## config.mk

```make
export PLATFORM = sky130hd
export DESIGN_NAME = utf16_to_utf8_encoder_unit
export DESIGN_NICKNAME = d
export VERILOG_FILES = /design/src/design/u2u_pkg.sv /design/src/design/u2u_front.sv /design/src/design/u2u_fifo.sv /design/src/design/u2u_back.sv /design/src/design/utf16_to_utf8_encoder_unit.sv
export SDC_FILE = /design/constraint.sdc
export NUM_CORES = 1
export LEC_CHECK = 0
export BUFFER_PORTS_ARGS = -buffer_cell sky130_fd_sc_hd__buf_2
export CAP_MARGIN = 25
export CORE_MARGIN = 2
export CORE_UTILIZATION = 45
export CTS_CLUSTER_DIAMETER = 120
export CTS_CLUSTER_SIZE = 25
export DETAILED_ROUTE_END_ITERATION = 16
export PLACE_DENSITY = 0.73
export SYNTH_ARGS = -nofsm -noshare
export SYNTH_HDL_FRONTEND = slang
export SYNTH_SLANG_ARGS = --single-unit
```

## constraint.sdc

```tcl
create_clock -name clk_i -period 4.05 [get_ports clk_i]
set_clock_uncertainty 0.15 [all_clocks]
set_input_delay 0.81 -clock clk_i [delete_from_list [all_inputs] [get_ports clk_i]]
set_output_delay 0.81 -clock clk_i [all_outputs]
set_load 0.05 [all_outputs]
```

## src/design/u2u_pkg.sv

```systemverilog
// types, constants and byte formatting shared by the utf-16 to utf-8 encoder
`timescale 1ns / 1ps

package u2u_pkg;

  localparam logic [15:0] HighFirst = 16'hd800;
  localparam logic [15:0] HighLast  = 16'hdbff;
  localparam logic [15:0] LowFirst  = 16'hdc00;
  localparam logic [15:0] LowLast   = 16'hdfff;
  localparam logic [20:0] SuppBase  = 21'h10000;
  localparam logic [20:0] Max1Byte  = 21'h00007f;
  localparam logic [20:0] Max2Byte  = 21'h0007ff;
  localparam logic [20:0] Max3Byte  = 21'h00ffff;
  localparam logic [7:0]  Lead2     = 8'hc0;
  localparam logic [7:0]  Lead3     = 8'he0;
  localparam logic [7:0]  Lead4     = 8'hf0;
  localparam logic [7:0]  ContMark  = 8'h80;

  typedef struct packed {
    logic [15:0] code_unit;
    logic        end_of_string;
  } in_req_t;

  typedef struct packed {
    logic [7:0] out_byte;
    logic       byte_valid;
    logic       last_of_run;
    logic       string_end;
    logic       status;
  } out_req_t;

  typedef enum logic {
    JOB_ENCODE,
    JOB_FAIL
  } job_kind_e;

  typedef struct packed {
    job_kind_e   kind;
    logic [20:0] code_point;
    logic        eos;
  } job_t;

  // index of the final byte of the code point's encoding
  function automatic logic [1:0] last_index(input logic [20:0] cp);
    logic [1:0] idx;
    if (cp <= Max1Byte) begin
      idx = 2'd0;
    end else if (cp <= Max2Byte) begin
      idx = 2'd1;
    end else if (cp <= Max3Byte) begin
      idx = 2'd2;
    end else begin
      idx = 2'd3;
    end
    return idx;
  endfunction

  function automatic logic [7:0] utf8_byte(input logic [20:0] cp, input logic [1:0] last,
                                           input logic [1:0] idx);
    logic [7:0] b;
    // position counted back from the final byte
    logic [1:0] back;
    back = last - idx;
    if (last == 2'd0) begin
      b = {1'b0, cp[6:0]};
    end else begin
      case (back)
        2'd0: b = ContMark | {2'b00, cp[5:0]};
        2'd1: b = (last == 2'd1) ? (Lead2 | {3'b000, cp[10:6]})
                                 : (ContMark | {2'b00, cp[11:6]});
        2'd2: b = (last == 2'd2) ? (Lead3 | {4'b0000, cp[15:12]})
                                 : (ContMark | {2'b00, cp[17:12]});
        2'd3: b = Lead4 | {5'b00000, cp[20:18]};
        default: b = 8'h00;
      endcase
    end
    return b;
  endfunction

endpackage

```

## src/design/u2u_front.sv

```systemverilog
// front end: classifies code units, pairs surrogates and tracks string errors
`timescale 1ns / 1ps

module u2u_front (
  input  logic            clk_i,
  input  logic            rst_ni,
  input  logic            in_valid_i,
  output logic            in_ready_o,
  input  u2u_pkg::in_req_t in_req_i,
  input  logic            q_full_i,
  output logic            push_o,
  output u2u_pkg::job_t   push_job_o
);
  import u2u_pkg::*;

  logic       pending_q, pending_d;
  logic [9:0] high_bits_q, high_bits_d;
  logic       failed_q, failed_d;
  logic       accept;
  logic       is_high, is_low;
  logic [15:0] unit;
  logic       eos;

  assign in_ready_o = !q_full_i;
  assign accept     = in_valid_i && !q_full_i;
  assign unit       = in_req_i.code_unit;
  assign eos        = in_req_i.end_of_string;
  assign is_high    = unit inside {[HighFirst:HighLast]};
  assign is_low     = unit inside {[LowFirst:LowLast]};

  always_comb begin
    pending_d   = pending_q;
    high_bits_d = high_bits_q;
    failed_d    = failed_q;
    push_o      = 1'b0;
    push_job_o.kind       = JOB_ENCODE;
    push_job_o.code_point = {5'd0, unit};
    push_job_o.eos        = eos;
    if (accept) begin
      if (failed_q) begin
        // swallow until end of string
        push_o = eos;
        push_job_o.kind = JOB_FAIL;
      end else if (pending_q) begin
        if (is_low) begin
          push_o = 1'b1;
          push_job_o.code_point = SuppBase + {1'b0, high_bits_q, unit[9:0]};
          pending_d   = 1'b0;
          high_bits_d = 10'd0;
        end else begin
          push_o = eos;
          push_job_o.kind = JOB_FAIL;
          failed_d    = !eos;
          pending_d   = 1'b0;
          high_bits_d = 10'd0;
        end
      end else if (is_high) begin
        if (eos) begin
          push_o = 1'b1;
          push_job_o.kind = JOB_FAIL;
        end else begin
          pending_d   = 1'b1;
          high_bits_d = unit[9:0];
        end
      end else if (is_low) begin
        push_o = eos;
        push_job_o.kind = JOB_FAIL;
        failed_d = !eos;
      end else begin
        push_o = 1'b1;
      end
      if (eos) begin
        pending_d   = 1'b0;
        high_bits_d = 10'd0;
        failed_d    = 1'b0;
      end
    end
  end

  always_ff @(posedge clk_i or negedge rst_ni) begin
    if (!rst_ni) begin
      pending_q   <= 1'b0;
      high_bits_q <= 10'd0;
      failed_q    <= 1'b0;
    end else begin
      pending_q   <= pending_d;
      high_bits_q <= high_bits_d;
      failed_q    <= failed_d;
    end
  end

endmodule

```

## src/design/u2u_fifo.sv

```systemverilog
// short job queue between the front and back ends
`timescale 1ns / 1ps

module u2u_fifo #(
  parameter int Depth = 4
) (
  input  logic          clk_i,
  input  logic          rst_ni,
  input  logic          push_i,
  input  u2u_pkg::job_t push_job_i,
  output logic          full_o,
  input  logic          pop_i,
  output logic          empty_o,
  output u2u_pkg::job_t head_o
);
  import u2u_pkg::*;

  localparam int PtrW = (Depth > 1) ? $clog2(Depth) : 1;
  localparam int CntW = $clog2(Depth + 1);

  job_t            mem_q [Depth];
  logic [PtrW-1:0] wr_ptr_q, wr_ptr_d;
  logic [PtrW-1:0] rd_ptr_q, rd_ptr_d;
  logic [CntW-1:0] count_q, count_d;
  logic            do_push, do_pop;

  assign full_o  = (count_q == CntW'(Depth));
  assign empty_o = (count_q == '0);
  assign do_push = push_i && !full_o;
  assign do_pop  = pop_i && !empty_o;
  assign head_o  = mem_q[rd_ptr_q];

  always_comb begin
    wr_ptr_d = wr_ptr_q;
    rd_ptr_d = rd_ptr_q;
    count_d  = count_q;
    if (do_push) begin
      wr_ptr_d = (wr_ptr_q == PtrW'(Depth - 1)) ? '0 : wr_ptr_q + 1'b1;
    end
    if (do_pop) begin
      rd_ptr_d = (rd_ptr_q == PtrW'(Depth - 1)) ? '0 : rd_ptr_q + 1'b1;
    end
    if (do_push && !do_pop) begin
      count_d = count_q + 1'b1;
    end else if (do_pop && !do_push) begin
      count_d = count_q - 1'b1;
    end
  end

  always_ff @(posedge clk_i) begin
    if (do_push) begin
      mem_q[wr_ptr_q] <= push_job_i;
    end
  end

  always_ff @(posedge clk_i or negedge rst_ni) begin
    if (!rst_ni) begin
      wr_ptr_q <= '0;
      rd_ptr_q <= '0;
      count_q  <= '0;
    end else begin
      wr_ptr_q <= wr_ptr_d;
      rd_ptr_q <= rd_ptr_d;
      count_q  <= count_d;
    end
  end

endmodule

```

## src/design/u2u_back.sv

```systemverilog
// back end: serializes jobs into utf-8 bytes or a fail status through an output register
`timescale 1ns / 1ps

module u2u_back (
  input  logic             clk_i,
  input  logic             rst_ni,
  input  logic             q_empty_i,
  input  u2u_pkg::job_t    head_i,
  output logic             pop_o,
  output logic             out_valid_o,
  input  logic             out_ready_i,
  output u2u_pkg::out_req_t out_req_o
);
  import u2u_pkg::*;

  logic       out_valid_q, out_valid_d;
  out_req_t   out_q, out_d;
  logic [1:0] idx_q, idx_d;
  logic [1:0] last;
  logic       load;
  logic       final_byte;

  assign last       = last_index(head_i.code_point);
  assign load       = !q_empty_i && (!out_valid_q || out_ready_i);
  assign final_byte = (head_i.kind == JOB_FAIL) || (idx_q == last);
  assign pop_o      = load && final_byte;

  always_comb begin
    out_valid_d = out_valid_q;
    out_d       = out_q;
    idx_d       = idx_q;
    if (out_valid_q && out_ready_i) begin
      out_valid_d = 1'b0;
    end
    if (load) begin
      out_valid_d = 1'b1;
      if (head_i.kind == JOB_FAIL) begin
        out_d.out_byte    = 8'h00;
        out_d.byte_valid  = 1'b0;
        out_d.last_of_run = 1'b1;
        out_d.string_end  = 1'b1;
        out_d.status      = 1'b1;
      end else begin
        out_d.out_byte    = utf8_byte(head_i.code_point, last, idx_q);
        out_d.byte_valid  = 1'b1;
        out_d.last_of_run = final_byte;
        out_d.string_end  = final_byte && head_i.eos;
        out_d.status      = 1'b0;
      end
      idx_d = final_byte ? 2'd0 : idx_q + 2'd1;
    end
  end

  always_ff @(posedge clk_i) begin
    out_q <= out_d;
  end

  always_ff @(posedge clk_i or negedge rst_ni) begin
    if (!rst_ni) begin
      out_valid_q <= 1'b0;
      idx_q       <= 2'd0;
    end else begin
      out_valid_q <= out_valid_d;
      idx_q       <= idx_d;
    end
  end

  assign out_valid_o = out_valid_q;
  assign out_req_o   = out_q;

endmodule

```

## src/design/utf16_to_utf8_encoder_unit.sv

```systemverilog
// utf-16 to utf-8 encoder top level: front end, job queue, byte serializer
// a unit's job is written into the job queue, and its first byte is loaded into the back end's output register
// throughput: one byte per cycle while out_ready_i is high, set by the back end's output register;
//   ascii units give 1 byte, bmp units up to 3 bytes, surrogate pairs 4 bytes per pair
// the front keeps accepting while the job queue has room
// reset clears surrogate/error state, the queue and the output valid
`timescale 1ns / 1ps

module utf16_to_utf8_encoder_unit #(
  parameter int QueueDepth = 4
) (
  input  logic              clk_i,
  input  logic              rst_ni,
  input  logic              in_valid_i,
  output logic              in_ready_o,
  input  u2u_pkg::in_req_t  in_req_i,
  output logic              out_valid_o,
  input  logic              out_ready_i,
  output u2u_pkg::out_req_t out_req_o
);
  import u2u_pkg::*;

  logic q_full, q_empty, push, pop;
  job_t push_job, head;

  u2u_front u_front (
    .clk_i      (clk_i),
    .rst_ni     (rst_ni),
    .in_valid_i (in_valid_i),
    .in_ready_o (in_ready_o),
    .in_req_i   (in_req_i),
    .q_full_i   (q_full),
    .push_o     (push),
    .push_job_o (push_job)
  );

  u2u_fifo #(
    .Depth (QueueDepth)
  ) u_fifo (
    .clk_i      (clk_i),
    .rst_ni     (rst_ni),
    .push_i     (push),
    .push_job_i (push_job),
    .full_o     (q_full),
    .pop_i      (pop),
    .empty_o    (q_empty),
    .head_o     (head)
  );

  u2u_back u_back (
    .clk_i       (clk_i),
    .rst_ni      (rst_ni),
    .q_empty_i   (q_empty),
    .head_i      (head),
    .pop_o       (pop),
    .out_valid_o (out_valid_o),
    .out_ready_i (out_ready_i),
    .out_req_o   (out_req_o)
  );

endmodule
```

==> metrics.md <==
| Metric | Value |
|---|---|
| CP required | `4220 ps` |
| Hpwl dp | `6960 um` |
| Synthesis-to-finish area growth | `19.7%` |
| Routed length per placed instance | `19.7 um` |
| Final Max Tran Viols | `0` |
| Iter 0 DRT Violations | `between 200 and 250` |
| Cts hold-fix bufs | `0` |
| Pint | `roughly 3.5 mW` |
| Met3 routed WL | `548 um` |
| Initial antenna violation count | `0` |
| Synthesized-area fraction occupied by adder cells | `under 10%` |
| Via count | `3,118` |
| Critical path class | `register to register` |
| Hold slack | `approximately 250 ps` |
| GRT Residual Overflow | `0` |
| Clock root cell | `clkbuf_16` |
| Max Buffers Root-to-Sink | `2` |
| Core area | `roughly 12,000 um^2` |
| CTS buffer count | `17` |
| Reg area | `3670 um^2` |
| Clock Power Share | `around 30%` |
| Multi-input gate area | `1680 um^2` |
| Period Utilization, post-route | `96.0%` |
| Largest net degree at the start of global routing | `24` |
| Diodes inserted | `0` |
| Die Area | `13,000 um^2` |
| Pwr Density | `798 nW/um^2` |
| FP Rows | `40` |
| Fmax | `257 MHz` |
| Minimum clock period | `3890 ps` |
| Vias in the first global route | `3,168` |
| Die height | `114 um` |
| CP max stage delay | `590 ps` |
| Status | `complete, no violations` |
| Final setup fails | `0` |
| Combinational share of power | `33.8%` |
| Post-synth EDFFs | `104` |
| CP max-delay cell | `mux4_1` |
| # IOs | `35` |
| Uppermost layer routed | `met4` |
| Commonest non-fill, non-tap cell in the layout | `edfxtp_1` |
| Net count after synthesis | `362` |
| Post-route setup slack | `163 ps` |
| Leak Pwr | `2.46 nW` |
| Port-buffer cells | `34` |
| Starting Density | `45.9%` |
| Worst Hold Class | `primary input to asynchronous set/reset pin` |
| Psw | `1.70 mW` |
| Clk slew on worst S/H paths | `50 ps` |
| Max FO, Critical Path | `11` |
| Post-CTS Setup Bufs | `0` |
| Complex-gate fraction of the synthesized area | `7.56%` |
| Mux cell area share after synthesis | `between 10% and 20%` |
| Die X-Extent | `114 um` |
| Synth cell types | `55` |
| Post-DP Area | `5890 um^2` |
| Startpoint Class | `register` |
| Sequential-to-total area share from yosys stat | `around 67%` |
| Switching share of power | `32.5%` |
| M1 wire length | `4720 um` |
| Syn Area/Cell | `16.5 um^2` |
| Fill count | `917` |
| TritonCTS clock tree | `yes` |
| Yosys warnings | `0` |
| Final hold violation count | `0` |
| H-tree depth | `4` |
| Max cap viols | `0` |
| Worst path cell trace | `buf_12 -> mux4_1 -> or3_1 -> nor2_2 -> o21a_1 -> ha_1 -> nand2b_1 -> mux2i_2 -> o21ai_2 -> ha_2 -> inv_1 -> fa_1 -> xor2_1 -> nor2_1 -> xor2_1` |
| Synth Area in XOR/XNOR | `about 1.6%` |
| DR WL met2 | `5410 um` |
| Worst setup EP type | `register` |
| Register share of total power | `36.1%` |
| GR Util All Layers | `17.9%` |
| Async set-reset flop share out of synthesis | `17.5%` |
| Worst path top cell family by delay | `adder cells` |
| Synth Flop Type | `edfxtp_1` |
| Post-route cell area | `roughly 6500 um^2` |
| Max VDD drop | `between 0.2 and 0.3 mV` |
| Layout cells sized above 1 | `28.9%` |
| Commonest non-fill, non-tap cells in the layout | `104 x edfxtp_1, 34 x buf_2, 21 x nand2_1, 21 x dfrtp_1, 18 x clkbuf_16` |
| Total wire length | `about 11,000 um` |
| Synth Instances | `332` |
| GPL Wtd Cong | `0.919` |
| Post-synthesis simple-gate area fraction | `7.29%` |
| DR pass1 iterations | `4` |
| Drt drc | `0` |
| Largest family of logic cells by synthesized area | `multiplexers` |
| Skew-Pair Late Insertion Delay | `~400 ps` |
| Synth Register Bits | `about 130` |
| Slew headroom | `33.7%` |
| CP arrival | `4060 ps` |
| Post-layout util | `54.9%` |
| Sink Count | `126` |
| Vias per inst | `5.65` |
| CP bufs+invs | `2` |
| Place WS | `220 ps` |
| DRT antenna net count | `0` |
| Netlist Area Pre-Place | `5460 um^2` |
| Critical Path Most Common Cell | `xor2_1` |
| Worst-Margin Slew | `987 ps` |
| Final Net Count | `422` |
| First-pass GRT wire length | `17,100 um` |
==> cells by family (layout without fill, tap and decap cells) <==
family	Yosys count	in the layout
DFF	126	126
and+or+nand+nor	72	72
AOI/OAI and AO/OA	61	61
muxes	33	33
buffers and inverters	22	95
adders and majority gates	9	9
xor gates and xnor gates	9	9
==> Yosys cell counts (all sizes together), types with 2 or more instances <==
cell type  instances  area [um^2]
and2               7         43.8
nor2              18         75.1
xor2               4         35.0
a22o              11         96.3
o21a               4         30.0
mux2               8         90.1
dfrtp             22          551
nor4               2         27.5
nand2b             3         18.8
clkbuf             6         22.5
inv               10         37.5
xnor2              5         51.3
o21ai             16         83.8
nand3              5         25.0
mux2i              2         23.8
edfxtp           104         3120
or3                3         18.8
nor3               6         41.3
nand2             21         78.8
mux4              23          544
a21oi             16         83.8
a21o               4         30.0
a31oi              2         12.5
ha                 8          100
buf                6         52.6
or2                3         18.8
==> stage by stage <==
stage,setup TNS [ps],instances,power (mW)
6_report,0,552,5.22
5_1_grt,-64.8,552,5.47
4_1_cts,0,551,5.20
3_5_place_dp,0,519,3.60
3_3_place_gp,0,519,3.57
2_1_floorplan,0,332,3.14
==> cell type report <==
| type | count | area share [%] |
|---|---|---|
| Timing Repair Buffer | 53 | 5.24 |
| Clock buffer | 25 | 7.42 |
| Sequential cell | 126 | 56.2 |
| Inverter | 10 | 0.574 |
| Clock inverter | 7 | 2.07 |
| Multi-Input combinational cell | 184 | 25.7 |
| Tap cell | 147 | 2.81 |
==> worst paths after layout <==
kind / to / cells past startpoint / startpoint / slack (ps)
worst max register to register: u_fifo.count_q[2] / 15 / u_fifo.rd_ptr_q[0] / 160
worst min register to register: u_back.out_valid_o / 2 / u_back.out_valid_o / 340
worst min-delay path: u_back.idx_q[1] / 1 / rst_ni / 250
max in group asynchronous: u_fifo.rd_ptr_q[0] / 1 / rst_ni / 3100
worst max-delay path: u_fifo.count_q[2] / 15 / u_fifo.rd_ptr_q[0] / 160
min in group clk_i: u_back.out_valid_o / 2 / u_back.out_valid_o / 340
==> what timing repair did <==
action                                  4_1_cts  5_1_grt
endpoints found under the setup margin        0        1
hold endpoints to repair                      0        0
resized for setup                             0        3
==> sequential cells by signal, summed over array words and instances (netlist names), 2 cells and up <==
name                 count
u_fifo.mem_q            92
u_back.out_req_o        12
u_front.high_bits_q     10
u_fifo.count_q           3
u_back.idx_q             2
u_fifo.rd_ptr_q          2
u_fifo.wr_ptr_q          2
==> power groups by stage <==
stage | clock [mW] | combinational, mW | sequential, mW
2_1_floorplan | 0 | 1.04 | 2.10
3_3_place_gp | 0 | 1.69 | 1.88
3_5_place_dp | 0 | 1.70 | 1.90
4_1_cts | 1.59 | 1.73 | 1.88
5_1_grt | 1.65 | 1.90 | 1.91
6_report | 1.57 | 1.77 | 1.88
==> routing by layer <==
| metal | track usage (%) | vias to the layer above |
|---|---|---|
| met1 | 23.1 | 1578 |
| met3 | 4.98 | 14 |
| met5 | 0 | - |
| li1 | - | 1425 |
| met4 | 6.67 | 0 |
| met2 | 29.1 | 101 |
Note: power is estimated with default switching activity, not from simulation.
